[src/design/imm_pkg.sv]
package imm_pkg;

  localparam int DATA_W = 32;
  localparam int CFG_W  = 5;
  localparam int IDX_W  = 4;

  // Reset value of both dimension registers
  localparam logic [CFG_W-1:0] CFG_RESET = 5'd16;

  // Operation codes of an input item
  typedef enum logic {
    OP_LOAD_B = 1'b0,
    OP_FEED_A = 1'b1
  } imm_op_t;

  // Configuration register indexes
  typedef enum logic {
    REG_SIZE_IN_USE = 1'b0,
    REG_ROWS_IN_USE = 1'b1
  } imm_reg_t;

  // Per-cycle control broadcast to every column cell
  typedef struct packed {
    logic acc_en;     // add the registered product into the accumulator
    logic acc_first;  // first element of a row: start from zero
    logic load_res;   // row complete: copy the new sum into the result chain
    logic shift;      // result at the head taken: move the chain one cell
  } imm_cell_ctl_t;

endpackage

[src/design/imm_bank.sv]
module imm_bank #(
  parameter int DEPTH = 16,
  parameter int AW    = 4
) (
  input  logic                       clk,
  input  logic                       we,
  input  logic [AW-1:0]              waddr,
  input  logic [imm_pkg::DATA_W-1:0] wdata,
  input  logic                       re,
  input  logic [AW-1:0]              raddr,
  output logic [imm_pkg::DATA_W-1:0] rdata
);

  logic [imm_pkg::DATA_W-1:0] mem [DEPTH];
  logic [imm_pkg::DATA_W-1:0] rdata_r;

  // Write one element
  always_ff @(posedge clk) begin
    if (we) begin
      mem[waddr] <= wdata;
    end
  end

  // Read one element, hold it until the next read
  always_ff @(posedge clk) begin
    if (re) begin
      rdata_r <= mem[raddr];
    end
  end

  assign rdata = rdata_r;

endmodule

[config.mk]
export PLATFORM = sky130hd
export DESIGN_NAME = imm_bank
export DESIGN_NICKNAME = d
export VERILOG_FILES = /design/src/design/imm_pkg.sv /design/src/design/imm_bank.sv
export SDC_FILE = /design/constraint.sdc
export NUM_CORES = 1
export LEC_CHECK = 0
export CELL_PAD_IN_SITES_DETAIL_PLACEMENT = 0
export CELL_PAD_IN_SITES_GLOBAL_PLACEMENT = 1
export CORE_AREA = 2 2 218 220
export CTS_CLUSTER_DIAMETER = 120
export DETAILED_ROUTE_END_ITERATION = 16
export DIE_AREA = 0 0 220 222
export DONT_BUFFER_PORTS = 1
export HOLD_SLACK_MARGIN = 0.05
export PLACE_DENSITY = 0.72
export SYNTH_ARGS = -nofsm -noshare
export SYNTH_HDL_FRONTEND = slang
export SYNTH_SLANG_ARGS = --single-unit
[constraint.sdc]
create_clock -name clk -period 3.5 [get_ports clk]
set_input_delay 0.35 -clock clk [delete_from_list [all_inputs] [get_ports clk]]
set_output_delay 0.35 -clock clk [all_outputs]
set_load 0.02 [all_outputs]
## Word level (Yosys, flattened, before mapping)

Memories as Yosys holds them, arrays and structs flattened. A register that Yosys moved wholly into a read port is not among the register bits.
Cells that the tools add are included.

- Muxes and demuxes: 2

Operators by type and width:

| cell | count |
|---|---|
| 1-bit 2-to-1 mux | 2 |

- Flip-flop bits (word level): 0
- Bits in writable memories: 512
- Bits of input ports: 43
- Output and inout port bits: 32
- Memories kept: 1

Memory list:

| name | depth | width | rd ports | clocked after memory_dff | write ports | RTL line | RTL |
|---|---|---|---|---|---|---|---|
| mem | 16 | 32 | 1 | 1 | 1 | imm_bank.sv:14 | `logic [imm_pkg::DATA_W-1:0] mem [DEPTH];` |

## Longest topological paths before layout

- Word-level depth: 2
- Depth in mapped cells: 5
- Mapped depth without buffers: 3

## Worst setup path before layout

No wires, ideal clock.

- Path type: input to register
- Start: input waddr[2]
- End: memory mem[0][0] (netlist bit) (enable)
- Setup time: 0.461 ns
- Arrival: 3.068 ns
- Slack: -0.030 ns
- Stages on the path: 2
- Cells stage by stage: or3b_2 nor3_1

RTL lines:

| element | RTL line | RTL |
|---|---|---|
| from (decl) | imm_bank.sv:7 | `input logic [AW-1:0] waddr,` |
| to (decl) | imm_bank.sv:14 |  |

No word-level cell before the write port.

## Worst setup path in the final report

- Start: input waddr[2]
- End: memory mem[3][30] (netlist bit) (enable)

No word-level cell before the write port.

==> metrics <==
Achievable Freq roughly 630 MHz; P&R area growth vs syn 14.17%; row count slightly below 80; remaining routing DRC violations 0; Setup crit end kind flip-flop; asr flop ratio synth 0; fillers about 3.7k; Static Leak around 0.0072 µW; Reg clk slew, reported paths roughly 60 ps; CTS Buf Count 53; Port Buffer Count 0; final core occ 0.4979; final worst path period need between 1500 and 2000 ps; worst-case reg-to-reg path depth 3; count leader, synth edfxtp_1; synthesized area 20,170 µm²; clock latency on the worst-skew pair ~590 ps; period utilization 0.4548; worst hold stages 1; Final Hold Fails 0; Worst path depth 3; worst vdd ir between 0.0004 and 0.0005 V; top cells by count, synth edfxtp_1 (544), mux4_2 (128), a22oi_1 (64); layout cell share with drive strength beyond 1 0.2516; Overflow after GRT 0; Post-Syn Area per Cell around 24 µm²; Synth Flop Type edfxtp_1; worst-case clock buffer depth 3; Pins Over Slew Limit 0; FF-to-FF setup slack around 1900 ps; RSZ-0062 raised after global routing no; P per Cell Area between 500 and 600 nW/µm²; Initial Utilization 0.4361; Antenna diodes 0; Max-cap violations 0; run status complete, no violations; Worst Path Max Fanout 21; CTS tree done; Least-Margin Pin Slew roughly 1100 ps; Ys Warns 0; syn nets roughly 900; cell taking the most area after synthesis edfxtp_1; via count approximately 9k; DR pass1 iterations 5; die area between 40,000 and 50,000 µm²; Total Power ~13,000 µW; Synth Instances between 800 and 900; reg2reg end rdata[26]; WHS ~160 ps; top cell family by delay on the critical path simple AND/OR/NAND/NOR gates; Multi-input gate area between 3000 and 4000 µm²; Die Width between 200 and 250 µm; crit-path max cell delay roughly 590 ps; Root Driver clkbuf_16; GPL Wtd Cong ~0.70; Via density between 5 and 6; Starting DRT DRC Count between 700 and 800; H-tree depth 2; Synth top area share 0.8097; Hold EP rdata[1]; vias in the first global route just over 9k; post-synth cell types 17; synthesis-stage register bit count 544; number of synthesized flops with an enable pin 544; Ports between 70 and 80; DRT antenna net count 0; initial antenna violation count 0; Slowest-stage cell, CP or3b_2; sequential cell area about 16,000 µm²; Area contributors post-synth edfxtp_1 (81%), mux4_2 (14%), a22oi_1 (2.4%); final setup vio count 0; largest net degree at the start of global routing 129; setup TNS 0 ps; HPWL after DPL 21,030 µm; Startpoint Class primary input; core area about 46,000 µm²; min-delay src re; first-pass GRT wire length between 60,000 and 70,000 µm; Worst Hold Class in -> reg; worst path bufs/invs 1; final setup margin around 1900 ps; setup bufs post-CTS 0; CP Data Required Time 3750 ps; die span in y between 200 and 250 µm; GRT Util Overall 0.1693; pre-CTS setup slack approximately 1300 ps; Final nets 946; crit-path cells or3b_2, nor2_4, buf_4; CTS sink count 544; CP arrival between 1500 and 2000 ps; wire per inst 25.83 µm; Worst slew margin 0.2460; RR Startpoint mem[10][26]; Seq/Total Area, Yosys 0.8097; WL final between 40,000 and 50,000 µm; Worst Skew roughly 12 ps; Crit Path Category in -> reg
## layout by cell type, fill, tap and decap left out, types with 7 or more instances in the layout
cell type	Yosys	routed
a22oi_1	64	64
clkinv_2	0	7
clkinv_1	0	22
mux4_2	128	128
clkbuf_16	0	55
nor2_4	0	13
buf_4	11	20
edfxtp_1	544	544
nand2_1	33	33
clkbuf_1	17	8
dlygate4sd3_1	0	32
## final cells by class
cell class,count,area share
flip-flops and latches,544,0.7093
multi-input cells,251,0.1631
clock buffers,63,0.06106
well taps,607,0.03297
repair buffers,53,0.02162
clock inverters,35,0.01201
## state kept, by name, summed over array words and instances, names as in the netlist
signal and cells:
mem 512, rdata 32
## timing repair
action	in CTS	in global routing
gates resized for setup	0	0
endpoints found under the hold margin	544	0
hold buffers	33	0
## worst max path at each step
stage | startpoint | end
after floorplan | waddr[2] | mem[8][0]
after global routing | mem[11][26] | rdata[26]
after CTS | mem[10][26] | rdata[26]
after global placement | waddr[2] | mem[3][30]
after detailed placement | we | mem[15][0]
final | waddr[2] | mem[3][30]
## where the power goes
| part | switching (µW) | total, µW | internal, µW | leakage, µW |
|---|---|---|---|---|
| registers | 80.8 | 7430 | 7340 | 0.00494 |
| clock network | 2300 | 5510 | 3210 | 0.000824 |
| logic | 271 | 505 | 234 | 0.00139 |
| total | 2650 | 13400 | 10800 | 0.00715 |
## logic make-up after synthesis
kind of cell	after synthesis	share of synthesized area
AOI/OAI and AO/OA	64	0.02382
buffers and inverters	43	0.01104
DFF	544	0.8097
muxes	128	0.1429
and+or+nand+nor	59	0.01253
## stage by stage
| step | area [µm²] | cells |
|---|---|---|
| 4_1_cts | 23030 | 1553 |
| 6_report | 23030 | 1553 |
| 3_3_place_gp | 21000 | 1422 |
| 2_1_floorplan | 20180 | 838 |
| 5_1_grt | 23030 | 1553 |
| 3_5_place_dp | 21000 | 1422 |
## routing by layer
layer  share of wire  global-route usage  wire length, µm
met4           0.015             0.03659              616
met3           0.072             0.04527             2882
met2            0.47              0.2544            18770
met5               0                   0                0
met1            0.44              0.2506            17840
(Power assumes the default switching activity.)
