==> src/design/imm_pkg.sv <==
package imm_pkg;

  localparam int DATA_W = 32;
  localparam int CFG_W  = 5;
  localparam int IDX_W  = 4;

  // Reset value of both dimension registers
  localparam logic [CFG_W-1:0] CFG_RESET = 5'd16;

  // Operation codes of an input item
  typedef enum logic {
    OP_LOAD_B = 1'b0,
    OP_FEED_A = 1'b1
  } imm_op_t;

  // Configuration register indexes
  typedef enum logic {
    REG_SIZE_IN_USE = 1'b0,
    REG_ROWS_IN_USE = 1'b1
  } imm_reg_t;

  // Per-cycle control broadcast to every column cell
  typedef struct packed {
    logic acc_en;     // add the registered product into the accumulator
    logic acc_first;  // first element of a row: start from zero
    logic load_res;   // row complete: copy the new sum into the result chain
    logic shift;      // result at the head taken: move the chain one cell
  } imm_cell_ctl_t;

endpackage

==> src/design/imm_cell.sv <==
module imm_cell #(
  parameter int BANKS = 16,
  parameter int BW    = 4,
  parameter int COL   = 0
) (
  input  logic                                  clk,
  input  imm_pkg::imm_cell_ctl_t                ctl,
  input  logic [imm_pkg::DATA_W-1:0]            a_value,
  input  logic [BW-1:0]                         base_bank,
  input  logic [BANKS-1:0][imm_pkg::DATA_W-1:0] bank_data,
  input  logic [imm_pkg::DATA_W-1:0]            next_res,
  output logic [imm_pkg::DATA_W-1:0]            res
);

  logic [BW-1:0]              sel;
  logic [imm_pkg::DATA_W-1:0] b_value;
  logic [imm_pkg::DATA_W-1:0] prod_r;
  logic [imm_pkg::DATA_W-1:0] prod_nxt;
  logic [imm_pkg::DATA_W-1:0] acc_r;
  logic [imm_pkg::DATA_W-1:0] acc_nxt;
  logic [imm_pkg::DATA_W-1:0] res_r;

  // Pick the bank that holds this column's B element, multiply mod 2^32
  assign sel      = BW'((int'(base_bank) + COL) % BANKS);
  assign b_value  = bank_data[sel];
  assign prod_nxt = a_value * b_value;

  always_comb begin
    acc_nxt = (ctl.acc_first ? '0 : acc_r) + prod_r;
  end

  always_ff @(posedge clk) begin
    prod_r <= prod_nxt;
    if (ctl.acc_en) begin
      acc_r <= acc_nxt;
    end
    // Load the finished sum, or take the neighbor's result
    if (ctl.acc_en && ctl.load_res) begin
      res_r <= acc_nxt;
    end else if (ctl.shift) begin
      res_r <= next_res;
    end
  end

  assign res = res_r;

endmodule

==> config.mk <==
export PLATFORM = sky130hd
export DESIGN_NAME = imm_cell
export DESIGN_NICKNAME = d
export VERILOG_FILES = /design/src/design/imm_pkg.sv /design/src/design/imm_cell.sv
export SDC_FILE = /design/constraint.sdc
export NUM_CORES = 1
export LEC_CHECK = 0
export BUFFER_PORTS_ARGS = -buffer_cell sky130_fd_sc_hd__buf_2
export CORE_AREA = 2 2 237 239
export CTS_CLUSTER_SIZE = 40
export DETAILED_ROUTE_END_ITERATION = 7
export DIE_AREA = 0 0 239 241
export PLACE_DENSITY_LB_ADDON = 0.08
export RECOVER_POWER = 25
export SKIP_CTS_REPAIR_TIMING = 1
export SYNTH_ARGS = -nofsm -noshare
export SYNTH_HDL_FRONTEND = slang
export SYNTH_SLANG_ARGS = --single-unit
==> constraint.sdc <==
create_clock -name clk -period 12.72 [get_ports clk]
set_clock_uncertainty 0.2 [all_clocks]
set_input_delay 0.636 -clock clk [delete_from_list [all_inputs] [get_ports clk]]
set_output_delay 0.636 -clock clk [all_outputs]
set_load 0.01 [all_outputs]
# After elaboration in Yosys (flattened, before gate mapping)
# Index checks and enable logic that the tools add are counted.
op_classes:
  n_addsub: 1
  muxes: 5
  magnitude_cmp: 1
  n_mul: 1
  n_reduce_logical: 2
ops:
  columns: ["op", "count"]
  rows:
  - ["$bmux 32 s4", 1]
  - ["$mux 32", 4]
  - ["$add 32x32->32", 1]
  - ["$mul 32x32->32", 1]
  - ["$lt 4x5->1 const B", 1]
  - ["$reduce_bool 2->1", 1]
  - ["$logic_and 1x1->1", 1]
word_totals:
  elab_cells: 13
  out_inout_bits: 32
  reg_bits: 96
  inputBits: 585

# Depth between registers and ports, before layout
depth:
  word_depth: 3
  ltp_mapped: 34
  ltp_nobuf: 30

# Worst setup path after synthesis
# Ideal clock, no wire load.
synth_path:
  kind: "input -> register"
  startpoint: "input base_bank[1]"
  endpoint: "register prod_r[26] (netlist bit)"
  arrival_ns: 8.848
  required_time_ns: 12.448
  slack_ns: 3.600
  path_stages: 30
  setup_time_ns: 0.072
  path_cell_list: "buf_6 -> buf_4 -> buf_4 -> clkbuf_1 -> mux4_2 -> mux4_2 -> clkbuf_1 -> clkbuf_1 -> and2_1 -> fa_1 -> inv_1 -> fa_1 -> fa_1 -> fa_1 -> inv_1 -> fa_1 -> inv_1 -> fa_1 -> inv_1 -> fa_1 -> fa_1 -> ha_1 -> nor2b_1 -> o21ai_0 -> o21ai_0 -> o21bai_1 -> or4b_2 -> a31o_2 -> a21oi_1 -> xnor2_1"
synth_via:
  elab_chain_len: 3
synth_lines:
  columns: ["element", "line_no", "source"]
  rows:
  - ["start, declared", "imm_cell.sv:9", "input logic [BW-1:0] base_bank,"]
  - ["$bmux 32 s4", "imm_cell.sv:25", "assign b_value = bank_data[sel];"]
  - ["$mux 32 (not written as such)", "imm_cell.sv:25", null]
  - ["$mul 32x32->32", "imm_cell.sv:26", "assign prod_nxt = a_value * b_value;"]
  - ["named net prod_nxt (one bit)", "imm_cell.sv:18", "logic [imm_pkg::DATA_W-1:0] prod_nxt;"]
  - ["end signal, assigned", "imm_cell.sv:33", "prod_r <= prod_nxt;"]
  - ["end, declared", "imm_cell.sv:17", "logic [imm_pkg::DATA_W-1:0] prod_r;"]
# The timed path passes the listed nets, and every way through them passes these cells. The select of a mux whose other input is x is not followed.
# A chain may end at the register's enable or synchronous reset.

# Final worst setup path
layout_path:
  startpoint: "input base_bank[1]"
  endpoint: "register prod_r[31] (netlist bit)"
# Same word-level chain as after synthesis.

==> flow_summary.json <==
{
  "setup_viol": 0,
  "start_kind": "primary input",
  "rsz0062_at_grt": "no",
  "synthCells": 2381,
  "seq_area_frac_synth_pct": 10.6,
  "fin_util_pct": 51.1,
  "h-tree-depth": 3,
  "finalHoldViolCount": 0,
  "die_h_um": 241,
  "dpl-instance-area_um2": 27800,
  "worstPathRequired_ps": 12730,
  "maxCapViolCount": 1,
  "grt_pass1_vias": 21700,
  "worst_slack_ps": 2910,
  "grt_pass1_wl_um": 151000,
  "vias_per_cell": 5.61,
  "grt_start_max_net_pins": 59,
  "track_usage_pct": 37.7,
  "drtAntennaViolNets": 0,
  "core.rowCount": 86,
  "place_ws_ps": 2490,
  "synth_cell_types": 59,
  "min_period_over_period_pct": 77.1,
  "clock_sinks": 96,
  "finalNetCount": 4041,
  "ys.flop_type": "edfxtp_1",
  "start_util_pct": 44.2,
  "hpwlAfterDp_um": 91800,
  "cpMaxStageDelayCell": "a21oi_4",
  "netlist_area_um2": 24300,
  "cts_buffer_depth": 2,
  "mostFrequentLayoutCells": "596 x buf_2, 412 x inv_1, 409 x fa_1, 277 x nand2_1, 276 x and2_1",
  "tightestPinTransition_ps": 2190,
  "antenna_found_initial": 38,
  "postSynthAreaPerCell_um2": 10.2,
  "fmax_ghz": 0.102,
  "crit_path_frequent_cell": "xnor2_1",
  "cts_tree": "done",
  "synth-seq-cells": 96,
  "synth_nets": 3529,
  "io_buffers": 616,
  "cp-end-kind": "flip-flop",
  "fin_area_um2": 28100,
  "clk_latency_ps": 360,
  "fp.dieW_um": 239,
  "coreArea_um2": 54900,
  "drt_iter0_drc": 1643,
  "die_area_um2": 57600,
  "synthArstFlopShare_pct": 0,
  "mostFrequentLayoutCell": "buf_2",
  "ios": 617,
  "cts_buffers": 9,
  "ys_warn_count": 0,
  "min_period_ps": 9810,
  "slew_violations": 34,
  "area_growth_pct": 15.6,
  "vias": 20300,
  "drc": 0,
  "routed_wl_um": 106000,
  "crit_arrival_ps": 9820,
  "crit_fanout": 58,
  "outcome": "finished with violations",
  "first_pass_iters": 7,
  "drive_above_1_share_pct": 27.9,
  "root_buffer": "clkbuf_16",
  "synth_edf_count": 64,
  "clk_pin_slew_ps": 70,
  "routedWlPerCell_um": 29.4,
  "path_class": "in2reg",
  "failed_checks": "max-capacitance violations, max-slew violations",
  "max_stage_delay_ps": 830,
  "gp_congestion": 1.07,
  "grt_overflow_total": 0,
  "relSlewSlack_pct": -45.9,
  "hold_path.class": "in2reg",
  "tns_ps": 0,
  "n_fill_cell": 5206
}
==> final cells by class <==
class                           instances  area (um2)  share of cell area, %
Antenna cell                           16        40.0                  0.143
Clock inverter                          5        30.0                  0.107
Clock buffer                           11         254                  0.905
Inverter                              412        1550                   5.51
Timing Repair Buffer                  637        3250                   11.6
Multi-Input combinational cell       1737       19500                   69.5
Sequential cell                        96        2560                   9.13
Tap cell                              704         881                   3.14
==> per-layer routing <==
layer | vias up | track usage (%) | routed length, um
met2 | 988 | 59.1 | 47700
met5 | - | 1.77 | 140
li1 | 8653 | - | -
met1 | 10500 | 45.3 | 40200
met3 | 194 | 10.7 | 9820
met4 | 20 | 25.0 | 8430
==> flip-flops by register name (all words and copies together) (netlist names) <==
register / flops
res: 32
acc_r: 32
prod_r: 32
==> synthesized netlist by cell type (4+ instances only) <==
master	count	area (um2)
nand2b_1	15	93.8
mux2_2	30	338
nor2_1	18	67.6
a22oi_1	7	52.6
inv_1	412	1550
and3_1	6	37.5
and2_1	276	1730
nor2b_1	52	325
mux2i_1	36	360
nand3_1	8	40.0
nand2_1	277	1040
clkbuf_1	92	345
xnor2_1	83	727
o21a_1	8	60.1
edfxtp_1	64	1920
fa_1	409	8190
a21oi_2	4	35.0
mux4_2	129	2910
a31oi_1	5	31.3
a21oi_1	58	290
o31ai_1	4	30.0
buf_4	13	97.6
buf_6	11	124
o21bai_1	8	60.1
nor3_1	4	20.0
xor2_1	30	263
a21o_1	31	233
dfxtp_1	32	641
a31o_2	4	35.0
ha_1	154	1930
buf_2	15	75.1
a211oi_1	16	120
o21ai_0	29	145
nand4_1	5	31.3
==> through the flow <==
| stage | cells | hold slack, ps |
|---|---|---|
| global route | 3611 | 369 |
| detailed placement | 3586 | 402 |
| CTS | 3602 | 357 |
| finish | 3618 | 362 |
| floorplan | 2381 | 327 |
| global placement | 3586 | 392 |
==> cells by family (layout without fill, tap and decap cells) <==
kind of cell | count (synthesis) | after routing | share of synthesized area, %
other | 0 | 16 | 0
AO/OA/AOI/OAI | 195 | 195 | 5.27
AND/OR/NAND/NOR | 669 | 669 | 14.2
adder cells (fa/ha/maj) | 563 | 563 | 41.7
XOR/XNOR | 114 | 114 | 4.17
buffers and inverters | 548 | 1065 | 9.21
multiplexers | 196 | 196 | 15.0
flip-flops | 96 | 96 | 10.6
==> final timing paths <==
path         depth (start not counted)         start  slack (ps)    endpoint
max                                 29  base_bank[1]        2910  prod_r[31]
max reg2reg                         14      acc_r[1]        8390     res[31]
min reg2reg                          1     prod_r[0]         410    acc_r[0]
min                                  3  next_res[16]         360     res[16]
==> worst max-delay path, delay by kind of cell <==
kind,cells,cell delay [ps]
adder cells (fa/ha/maj),8,3930
multiplexers,2,400
AND/OR/NAND/NOR,1,210
buffers and inverters,7,1250
AO/OA/AOI/OAI,1,830
XOR/XNOR,10,2380
Power is left out: the tool's default activity adds up to more than one toggle a clock period on the data nets, which glitch-free logic cannot reach.
